<file path="src/hdl/mh_pkg.sv">
// shared types and constants for the magnetometer heading unit
// holds payload structs, register indexes and the cordic arctangent table
package mh_pkg;

    localparam int SAMPLE_BITS   = 12;
    localparam int SCALE_BITS    = 16;
    // corrected sample, fraction bits and two bits of cordic growth
    localparam int CORDIC_WIDTH  = SAMPLE_BITS + 1 + SCALE_BITS + 2;
    localparam int ACC_BITS      = 32;
    localparam int ANGLE_BITS    = 16;
    localparam int DEGREE_BITS   = 9;
    localparam int CFG_IDX_BITS  = 2;
    localparam int CFG_DATA_BITS = 16;
    localparam int ATAN_ENTRIES  = 25;

    localparam logic [CFG_IDX_BITS-1:0] REG_X_OFFSET       = 2'd0;
    localparam logic [CFG_IDX_BITS-1:0] REG_Y_OFFSET       = 2'd1;
    localparam logic [CFG_IDX_BITS-1:0] REG_HEADING_OFFSET = 2'd2;

    localparam logic signed [SAMPLE_BITS-1:0] X_OFFSET_RESET       = 12'sd8;
    localparam logic signed [SAMPLE_BITS-1:0] Y_OFFSET_RESET       = -12'sd291;
    localparam logic signed [ANGLE_BITS-1:0]  HEADING_OFFSET_RESET = -16'sd70;

    localparam logic [ACC_BITS-1:0] HALF_TURN = 32'h8000_0000;
    localparam logic [DEGREE_BITS-1:0] DEGREES_PER_TURN = 9'd360;

    // atan(2^-i) in units of 2^-32 turn
    localparam logic [ACC_BITS-1:0] ATAN_TURNS [0:ATAN_ENTRIES-1] = '{
        32'd536870912, 32'd316933406, 32'd167458907, 32'd85004756, 32'd42667331,
        32'd21354465,  32'd10679838,  32'd5340245,   32'd2670163,  32'd1335087,
        32'd667544,    32'd333772,    32'd166886,    32'd83443,    32'd41722,
        32'd20861,     32'd10430,     32'd5215,      32'd2608,     32'd1304,
        32'd652,       32'd326,       32'd163,       32'd81,       32'd41
    };

    typedef struct packed {
        logic signed [SAMPLE_BITS-1:0] x_axis;
        logic signed [SAMPLE_BITS-1:0] y_axis;
    } t_mh_in;

    typedef struct packed {
        logic [ANGLE_BITS-1:0]  heading_angle;
        logic [DEGREE_BITS-1:0] heading_degrees;
    } t_mh_out;

endpackage

</file>
<file path="src/hdl/mh_pre.sv">
// front stage: hard-iron correction, left half plane turn and scaling
// depends on mh_pkg
module mh_pre (
    input  logic                                     i_clk,
    input  logic                                     i_rst_n,
    input  logic                                     i_valid,
    input  mh_pkg::t_mh_in                           i_word,
    output logic                                     o_ready,
    input  logic signed [mh_pkg::SAMPLE_BITS-1:0]    i_x_offset,
    input  logic signed [mh_pkg::SAMPLE_BITS-1:0]    i_y_offset,
    output logic                                     o_valid,
    output logic signed [mh_pkg::CORDIC_WIDTH-1:0]   o_x,
    output logic signed [mh_pkg::CORDIC_WIDTH-1:0]   o_y,
    output logic [mh_pkg::ACC_BITS-1:0]              o_acc,
    output logic                                     o_zero,
    input  logic                                     i_ready
);
    import mh_pkg::*;

    localparam int EXT_BITS = CORDIC_WIDTH - SAMPLE_BITS - 1 - SCALE_BITS;

    logic                           r_valid;
    logic signed [CORDIC_WIDTH-1:0] r_x, n_x;
    logic signed [CORDIC_WIDTH-1:0] r_y, n_y;
    logic [ACC_BITS-1:0]            r_acc, n_acc;
    logic                           r_zero, n_zero;
    logic signed [SAMPLE_BITS:0]    x_corr, y_corr, x_turn, y_turn;

    always_comb begin
        x_corr = $signed({i_word.x_axis[SAMPLE_BITS-1], i_word.x_axis})
               - $signed({i_x_offset[SAMPLE_BITS-1], i_x_offset});
        y_corr = $signed({i_word.y_axis[SAMPLE_BITS-1], i_word.y_axis})
               - $signed({i_y_offset[SAMPLE_BITS-1], i_y_offset});
        n_zero = (x_corr == '0) && (y_corr == '0);
        // corrected range stays within +-4095, so the negation cannot overflow
        if (x_corr[SAMPLE_BITS]) begin
            x_turn = -x_corr;
            y_turn = -y_corr;
            n_acc  = HALF_TURN;
        end else begin
            x_turn = x_corr;
            y_turn = y_corr;
            n_acc  = '0;
        end
        n_x = {{EXT_BITS{x_turn[SAMPLE_BITS]}}, x_turn, {SCALE_BITS{1'b0}}};
        n_y = {{EXT_BITS{y_turn[SAMPLE_BITS]}}, y_turn, {SCALE_BITS{1'b0}}};
    end

    assign o_ready = !r_valid || i_ready;

    always_ff @(posedge i_clk) begin
        if (!i_rst_n) begin
            r_valid <= 1'b0;
        end else if (o_ready) begin
            r_valid <= i_valid;
        end
    end

    always_ff @(posedge i_clk) begin
        if (o_ready && i_valid) begin
            r_x    <= n_x;
            r_y    <= n_y;
            r_acc  <= n_acc;
            r_zero <= n_zero;
        end
    end

    assign o_valid = r_valid;
    assign o_x     = r_x;
    assign o_y     = r_y;
    assign o_acc   = r_acc;
    assign o_zero  = r_zero;

endmodule

</file>
<file path="src/hdl/mh_cell.sv">
// one vectoring cordic rotation with its own pipeline register
// depends on mh_pkg for widths and the arctangent table
module mh_cell #(
    parameter int STAGE = 0
) (
    input  logic                                     i_clk,
    input  logic                                     i_rst_n,
    input  logic                                     i_valid,
    input  logic signed [mh_pkg::CORDIC_WIDTH-1:0]   i_x,
    input  logic signed [mh_pkg::CORDIC_WIDTH-1:0]   i_y,
    input  logic [mh_pkg::ACC_BITS-1:0]              i_acc,
    input  logic                                     i_zero,
    output logic                                     o_ready,
    output logic                                     o_valid,
    output logic signed [mh_pkg::CORDIC_WIDTH-1:0]   o_x,
    output logic signed [mh_pkg::CORDIC_WIDTH-1:0]   o_y,
    output logic [mh_pkg::ACC_BITS-1:0]              o_acc,
    output logic                                     o_zero,
    input  logic                                     i_ready
);
    import mh_pkg::*;

    logic                           r_valid;
    logic signed [CORDIC_WIDTH-1:0] r_x, n_x;
    logic signed [CORDIC_WIDTH-1:0] r_y, n_y;
    logic [ACC_BITS-1:0]            r_acc, n_acc;
    logic                           r_zero;
    logic signed [CORDIC_WIDTH-1:0] dx, dy;

    always_comb begin
        // arithmetic shift rounds toward minus infinity
        dx = i_y >>> STAGE;
        dy = i_x >>> STAGE;
        if (!i_y[CORDIC_WIDTH-1]) begin
            n_x   = i_x + dx;
            n_y   = i_y - dy;
            n_acc = i_acc + ATAN_TURNS[STAGE];
        end else begin
            n_x   = i_x - dx;
            n_y   = i_y + dy;
            n_acc = i_acc - ATAN_TURNS[STAGE];
        end
    end

    assign o_ready = !r_valid || i_ready;

    always_ff @(posedge i_clk) begin
        if (!i_rst_n) begin
            r_valid <= 1'b0;
        end else if (o_ready) begin
            r_valid <= i_valid;
        end
    end

    always_ff @(posedge i_clk) begin
        if (o_ready && i_valid) begin
            r_x    <= n_x;
            r_y    <= n_y;
            r_acc  <= n_acc;
            r_zero <= i_zero;
        end
    end

    assign o_valid = r_valid;
    assign o_x     = r_x;
    assign o_y     = r_y;
    assign o_acc   = r_acc;
    assign o_zero  = r_zero;

endmodule

</file>
<file path="src/hdl/mh_post.sv">
// back end: heading offset add, then degree conversion into the output register
// depends on mh_pkg
module mh_post (
    input  logic                                   i_clk,
    input  logic                                   i_rst_n,
    input  logic                                   i_valid,
    input  logic [mh_pkg::ACC_BITS-1:0]            i_acc,
    input  logic                                   i_zero,
    output logic                                   o_ready,
    input  logic signed [mh_pkg::ANGLE_BITS-1:0]   i_heading_offset,
    output logic                                   o_valid,
    output mh_pkg::t_mh_out                        o_word,
    input  logic                                   i_ready
);
    import mh_pkg::*;

    localparam int PROD_BITS = ANGLE_BITS + DEGREE_BITS;

    logic                   r_a_valid;
    logic [ANGLE_BITS-1:0]  r_angle, n_angle;
    logic                   a_ready;
    logic                   r_o_valid;
    t_mh_out                r_word, n_word;
    logic [ACC_BITS-1:0]    acc_used;
    logic [PROD_BITS-1:0]   prod;

    always_comb begin
        // a zero vector has no direction: raw angle is zero
        acc_used = i_zero ? '0 : i_acc;
        n_angle  = acc_used[ACC_BITS-1 -: ANGLE_BITS] + i_heading_offset;
    end

    always_comb begin
        prod   = {{DEGREE_BITS{1'b0}}, r_angle} * {{ANGLE_BITS{1'b0}}, DEGREES_PER_TURN};
        n_word.heading_angle   = r_angle;
        n_word.heading_degrees = prod[PROD_BITS-1 -: DEGREE_BITS];
    end

    assign a_ready = !r_o_valid || i_ready;
    assign o_ready = !r_a_valid || a_ready;

    always_ff @(posedge i_clk) begin
        if (!i_rst_n) begin
            r_a_valid <= 1'b0;
            r_o_valid <= 1'b0;
        end else begin
            if (o_ready) begin
                r_a_valid <= i_valid;
            end
            if (a_ready) begin
                r_o_valid <= r_a_valid;
            end
        end
    end

    always_ff @(posedge i_clk) begin
        if (o_ready && i_valid) begin
            r_angle <= n_angle;
        end
        if (a_ready && r_a_valid) begin
            r_word <= n_word;
        end
    end

    assign o_valid = r_o_valid;
    assign o_word  = r_word;

endmodule

</file>
<file path="src/hdl/magnetometer_heading_unit.sv">
// compass heading from a raw x/y magnetometer word, top level
// depends on mh_pkg, mh_pre, mh_cell and mh_post
//
// Takes one raw x/y sample per cycle, subtracts the hard-iron offsets, finds
// atan2(y, x) with a chain of CORDIC_STAGES vectoring cordic cells, adds the
// heading offset and returns the heading as a 16-bit binary angle plus whole
// degrees 0..359. Every stage is a registered cell, so a new word is taken
// every clock while the output side keeps up; the registered stages are the
// front stage, one cell per cordic iteration, the offset add and the degree
// multiply into the output register. A stalled output holds the full stages
// in the chain while empty stages keep accepting. Configuration writes
// (0 x offset, 1 y offset, 2 heading offset) take effect at once and are
// meant to happen with the unit idle.
module magnetometer_heading_unit #(
    parameter int CORDIC_STAGES = 16
) (
    input  logic                                  i_clk,
    input  logic                                  i_rst_n,
    input  logic                                  i_cfg_wr_en,
    input  logic [mh_pkg::CFG_IDX_BITS-1:0]       i_cfg_index,
    input  logic [mh_pkg::CFG_DATA_BITS-1:0]      i_cfg_data,
    input  logic                                  i_in_valid,
    input  mh_pkg::t_mh_in                        i_in_word,
    output logic                                  o_in_ready,
    output logic                                  o_out_valid,
    output mh_pkg::t_mh_out                       o_out_word,
    input  logic                                  i_out_ready
);
    import mh_pkg::*;

    logic signed [SAMPLE_BITS-1:0] r_x_offset;
    logic signed [SAMPLE_BITS-1:0] r_y_offset;
    logic signed [ANGLE_BITS-1:0]  r_heading_offset;

    always_ff @(posedge i_clk) begin
        if (!i_rst_n) begin
            r_x_offset       <= X_OFFSET_RESET;
            r_y_offset       <= Y_OFFSET_RESET;
            r_heading_offset <= HEADING_OFFSET_RESET;
        end else if (i_cfg_wr_en) begin
            case (i_cfg_index)
                REG_X_OFFSET: begin
                    r_x_offset <= i_cfg_data[SAMPLE_BITS-1:0];
                end
                REG_Y_OFFSET: begin
                    r_y_offset <= i_cfg_data[SAMPLE_BITS-1:0];
                end
                REG_HEADING_OFFSET: begin
                    r_heading_offset <= i_cfg_data[ANGLE_BITS-1:0];
                end
                default: begin
                end
            endcase
        end
    end

    // chain taps: index k feeds cell k, index CORDIC_STAGES feeds the back end
    logic                           s_valid [0:CORDIC_STAGES];
    logic                           s_ready [0:CORDIC_STAGES];
    logic signed [CORDIC_WIDTH-1:0] s_x     [0:CORDIC_STAGES];
    logic signed [CORDIC_WIDTH-1:0] s_y     [0:CORDIC_STAGES];
    logic [ACC_BITS-1:0]            s_acc   [0:CORDIC_STAGES];
    logic                           s_zero  [0:CORDIC_STAGES];

    mh_pre u_pre (
        .i_clk      (i_clk),
        .i_rst_n    (i_rst_n),
        .i_valid    (i_in_valid),
        .i_word     (i_in_word),
        .o_ready    (o_in_ready),
        .i_x_offset (r_x_offset),
        .i_y_offset (r_y_offset),
        .o_valid    (s_valid[0]),
        .o_x        (s_x[0]),
        .o_y        (s_y[0]),
        .o_acc      (s_acc[0]),
        .o_zero     (s_zero[0]),
        .i_ready    (s_ready[0])
    );

    for (genvar k = 0; k < CORDIC_STAGES; k++) begin : g_cell
        mh_cell #(
            .STAGE (k)
        ) u_cell (
            .i_clk   (i_clk),
            .i_rst_n (i_rst_n),
            .i_valid (s_valid[k]),
            .i_x     (s_x[k]),
            .i_y     (s_y[k]),
            .i_acc   (s_acc[k]),
            .i_zero  (s_zero[k]),
            .o_ready (s_ready[k]),
            .o_valid (s_valid[k+1]),
            .o_x     (s_x[k+1]),
            .o_y     (s_y[k+1]),
            .o_acc   (s_acc[k+1]),
            .o_zero  (s_zero[k+1]),
            .i_ready (s_ready[k+1])
        );
    end

    mh_post u_post (
        .i_clk            (i_clk),
        .i_rst_n          (i_rst_n),
        .i_valid          (s_valid[CORDIC_STAGES]),
        .i_acc            (s_acc[CORDIC_STAGES]),
        .i_zero           (s_zero[CORDIC_STAGES]),
        .o_ready          (s_ready[CORDIC_STAGES]),
        .i_heading_offset (r_heading_offset),
        .o_valid          (o_out_valid),
        .o_word           (o_out_word),
        .i_ready          (i_out_ready)
    );

endmodule

</file>
<file path="config.mk">
export PLATFORM = sky130hd
export DESIGN_NAME = magnetometer_heading_unit
export DESIGN_NICKNAME = d
export VERILOG_FILES = /design/src/hdl/mh_pkg.sv /design/src/hdl/mh_pre.sv /design/src/hdl/mh_cell.sv /design/src/hdl/mh_post.sv /design/src/hdl/magnetometer_heading_unit.sv
export SDC_FILE = /design/constraint.sdc
export NUM_CORES = 2
export LEC_CHECK = 0
export ABC_AREA = 1
export BUFFER_PORTS_ARGS = -buffer_cell sky130_fd_sc_hd__buf_4
export CAP_MARGIN = 30
export CORE_MARGIN = 2
export CORE_UTILIZATION = 35
export CTS_CLUSTER_SIZE = 14
export DETAILED_ROUTE_END_ITERATION = 16
export GPL_ROUTABILITY_DRIVEN = 1
export PLACE_DENSITY = 0.49
export RECOVER_POWER = 25
export SETUP_SLACK_MARGIN = 0.2
export SKIP_LAST_GASP = 1
export SLEW_MARGIN = 20
export SYNTH_ARGS = -nofsm -noshare
export SYNTH_HDL_FRONTEND = slang
export SYNTH_SLANG_ARGS = --single-unit
export TNS_END_PERCENT = 1
</file>
<file path="constraint.sdc">
create_clock -name i_clk -period 6.2 [get_ports i_clk]
set_clock_uncertainty 0.1 [all_clocks]
set_input_delay 0.62 -clock i_clk [delete_from_list [all_inputs] [get_ports i_clk]]
set_output_delay 0.62 -clock i_clk [all_outputs]
set_load 0.1 [all_outputs]
</file>
==> qor.csv <==
stage,metric,value,unit
cells_and_area,"non-filler cells, final",17800,
worst_setup_path,Critical Path Start Type,register,
worst_setup_path,"Largest stage delay, worst path",1.64,ns
hold_path,worst hold start,i_cfg_data[11],
pwr,Worst VDD drop,0.197,mV
detailed_routing,drt total wl,328000,um
detailed_routing,wire length on met1,151000,um
logic_synthesis,"FF+latch count, synth",1292,
logic_synthesis,Post-synth EDFFs,1233,
floorplanning,initial core utilization,35.1,%
logic_synthesis,Syn Inst Count,13300,
global_route,largest net degree at the start of global routing,68,
cts,CTS resizes,0,
cts,H-tree depth,4,
logic_synthesis,Async SR Flop Fraction,0,%
floorplanning,Die Width,566,um
worst_setup_path,CP Class,register to register,
worst_setup_path,CP max stage cell,clkbuf_1,
sta,final hold vios,0,
job,maxcap violations,17,
sta,achievable frequency,189,MHz
floorplanning,overall die area,320000,um2
sta,Least-Margin Pin Slew,2.81,ns
pwr,Combinational Power Share,14.3,%
global_route,Total Routing Usage GR,19.9,%
placement,GP Congestion,0.900,
sta,Slew Limit Fails,594,
cts,clk sink count,1292,
logic_synthesis,ys flop type,edfxtp_1,
sta,unrepaired setup endpoints after global routing,false,
cells_and_area,number of fill cells,32500,
detailed_routing,vias post-DR,90000,
detailed_routing,WL met2,152000,um
detailed_routing,Vias/cell,5.06,
detailed_routing,DR top layer,met5,
hold_path,worst hold-check path type,input pin to register,
cells_and_area,area of the multi-input gates,65700,um2
cts,clock slew at reported path FFs,0.06,ns
sta,Fin Setup TNS,0,ns
worst_setup_path,R2R Path Start,g_cell[11].u_cell.o_y[30]$_DFFE_PP_,
cts,Clock Latency Late Sink,0.87,ns
cells_and_area,area grow syn2layout,10.2,%
worst_setup_path,flop2flop setup slack,0.92,ns
worst_setup_path,crit end category,register,
floorplanning,core area,314000,um2
global_route,initial antenna violation count,22,
pwr,Power Internal,0.0170,W
logic_synthesis,syn avg cell area,8.30,um2
pwr,Clock power frac,42.8,%
global_route,Congestion Overflow GR,0,
floorplanning,Ports,74,
cells_and_area,post-layout net count,14800,
placement,dpl cells,17500,
sta,post-route clock period utilization,85.2,%
outcome,status,finished with violations,
sta,Slew headroom,-87.4,%
placement,Detail Placement HPWL,271000,um
cells_and_area,sequential cell area,38200,um2
logic_synthesis,register area share after synthesis,34.6,%
logic_synthesis,number of synthesis warnings,0,
cts,CTS tree,built,
global_route,global-route wire length before repair,505000,um
detailed_routing,Post-route DRC,0,
floorplanning,Core Rows,206,
pwr,PwrDens,192,nW/um2
worst_setup_path,Worst Path Max Fanout,39,
detailed_routing,met3 WL post-DR,16400,um
pwr,Net Sw Power,0.00639,W
detailed_routing,First-pass DRT Iterations,6,
sta,Final min period,5.28,ns
worst_setup_path,"Critical Path, Cell by Cell",clkbuf_1 > o21ai_0 > fa_1 > nand3_1 > nand2_1 > a21oi_1 > o21bai_1 > a21boi_1 > o21ai_0 > nand2_1 > o21ai_0 > xor2_1,
cts,CTS Buf Count,169,
worst_setup_path,CP Launch Point,g_cell[11].u_cell.o_y[30]$_DFFE_PP_,
pwr,register share of total power,42.9,%
worst_setup_path,Crit path required time,6.67,ns
cts,root buffer cell,clkbuf_16,
logic_synthesis,Yosys cell types,67,
worst_setup_path,Critical Path AT,5.75,ns
pwr,Leakage,53.7,nW
logic_synthesis,Netlist Area Pre-Place,111000,um2
pwr,Power Total,0.0234,W
floorplanning,DIE HEIGHT,566,um
detailed_routing,Final ANT Viol Nets,0,
worst_setup_path,"most used cell, CP",o21ai_0,
cells_and_area,fraction of layout cells with a size suffix above 1,3.37,%
placement,# port buffers,73,
outcome,failing checks,"max-capacitance violations, max-slew violations",
sta,final-report setup violation count,0,
global_route,vias in the first global route,87500,
cts,clk buf depth,4,
pwr,Net Sw Frac,27.3,%
detailed_routing,First DRT Iteration DRCs,6341,
detailed_routing,wire per inst,18.4,um
logic_synthesis,Post-Syn Nets,14700,
==> through the flow <==
step | hold WS [ns] | instance area (um2) | utilization (%) | worst slack, ns
floorplan | 0.300 | 111000 | - | 0.317
global placement | 0.301 | 116000 | 37.0 | 1.61
detailed placement | 0.307 | 116000 | 37.0 | 1.58
CTS | 0.000116 | 122000 | 38.8 | 1.58
global route | 0.0457 | 122000 | 38.7 | 0.545
finish | 0.0803 | 122000 | 38.7 | 0.916
==> synthesized netlist by cell type, types with 6 or more instances <==
master	number	area [um2]
nor4_1	101	632
a31oi_1	108	676
edfxtp_1	1233	37000
nor2_2	7	43.8
nor3b_1	9	67.6
nand4_1	121	757
o2111ai_1	8	70.1
or2_2	27	169
xnor2_1	470	4120
nor3_2	19	190
o211ai_1	100	751
ha_1	1233	15400
nand3_1	329	1650
buf_1	15	56.3
nand3b_1	16	120
fa_1	62	1240
a311oi_1	11	96.3
o21ai_2	9	78.8
inv_2	7	26.3
a211oi_1	13	97.6
a21o_1	144	1080
inv_1	1636	6140
a21boi_0	58	435
o21ai_1	50	250
o31ai_1	67	503
o21ai_0	676	3380
clkbuf_1	88	330
nor3_1	305	1530
and3_1	6	37.5
clkinv_1	11	41.3
o221ai_1	11	96.3
a21oi_1	1407	7040
nand2_1	2463	9250
o21bai_1	74	556
dfxtp_1	59	1180
a221oi_1	20	175
a21boi_1	45	338
o221a_2	28	315
xor2_1	1107	9700
nor2_1	1053	3950
o21a_1	44	330
==> area by class of cell <==
type	count	share of cell area, %
Inverter	1654	5.10
Antenna cell	1	0.00205
Timing Repair Buffer	133	0.754
Sequential cell	1292	31.4
Clock buffer	203	3.75
Tap cell	4160	4.27
Multi-Input combinational cell	10300	53.9
Clock inverter	99	0.858
==> critical path, delay by kind of cell, from the launching register on <==
| kind | cells | cell delay [ns] |
|---|---|---|
| compound gates | 6 | 1.71 |
| simple gates | 3 | 0.37 |
| fa+ha+maj | 1 | 0.59 |
| buf+inv | 1 | 1.64 |
| flops | 1 | 0.40 |
| xor+xnor | 1 | 0.17 |
==> cells by family (layout without fill, tap and decap cells) <==
family	count (synthesis)	after routing	synth area share [%]
AND/OR/NAND/NOR	4486	4486	16.9
AO/OA/AOI/OAI	2895	2895	14.9
buffers and inverters	1763	2089	6.00
XOR/XNOR	1578	1578	12.5
adder cells (fa/ha/maj)	1295	1295	15.1
flip-flops	1292	1292	34.6
other	0	1	0
==> power groups by stage <==
stage	combinational [W]	clock (W)	sequential, W
2_1_floorplan	0.00245	0	0.0102
3_3_place_gp	0.00337	0	0.0102
3_5_place_dp	0.00337	0	0.0102
4_1_cts	0.00339	0.0103	0.0101
5_1_grt	0.00379	0.0106	0.0101
6_report	0.00335	0.0100	0.0101
==> routing by layer <==
metal,up-vias,global-route usage [%]
li1,46200,-
met1,41700,26.6
met5,-,0
met3,385,2.67
met2,1794,33.7
met4,6,5.04
==> flip-flops by register name (all words and copies together) (netlist names), 13 cells and up <==
| register | count |
|---|---|
| g_cell.u_cell.o_acc | 423 |
| g_cell.u_cell.o_y | 373 |
| g_cell.u_cell.o_x | 352 |
| u_post.o_word | 25 |
| g_cell.u_cell.o_valid | 16 |
| g_cell.u_cell.o_zero | 16 |
| r_heading_offset | 16 |
| u_post.r_angle | 16 |
| u_pre.o_x | 13 |
| u_pre.o_y | 13 |
==> cell usage in the layout, fill, tap and decap left out, types with 65 or more instances in the layout <==
cell type,count
clkbuf_16,176
nand4_1,122
a31oi_1,108
nor3_1,305
inv_1,1632
xor2_1,1108
o31ai_1,67
clkbuf_1,65
nor4_1,101
buf_4,75
ha_1,1233
nor2_1,1053
o211ai_1,100
o21ai_0,680
a21oi_1,1406
o21bai_1,74
nand2_1,2463
nand3_1,330
xnor2_1,470
a21o_1,144
edfxtp_1,1233
==> path summary, 6_finish.rpt <==
path,to,depth (start not counted)
worst max-delay path,g_cell[12].u_cell.o_x[24]$_DFFE_PP_,12
worst min-delay path,r_heading_offset[11]$_SDFFE_PN1P_,3
worst max register to register,g_cell[12].u_cell.o_x[24]$_DFFE_PP_,12
worst min register to register,g_cell[10].u_cell.o_acc[2]$_DFFE_PP_,0
==> what timing repair did <==
action | 4_1_cts | 5_1_grt
hold buffers | 8 | 0
setup buffers | 0 | 0
hold endpoints to repair | 9 | 0
(Power assumes the default switching activity.)
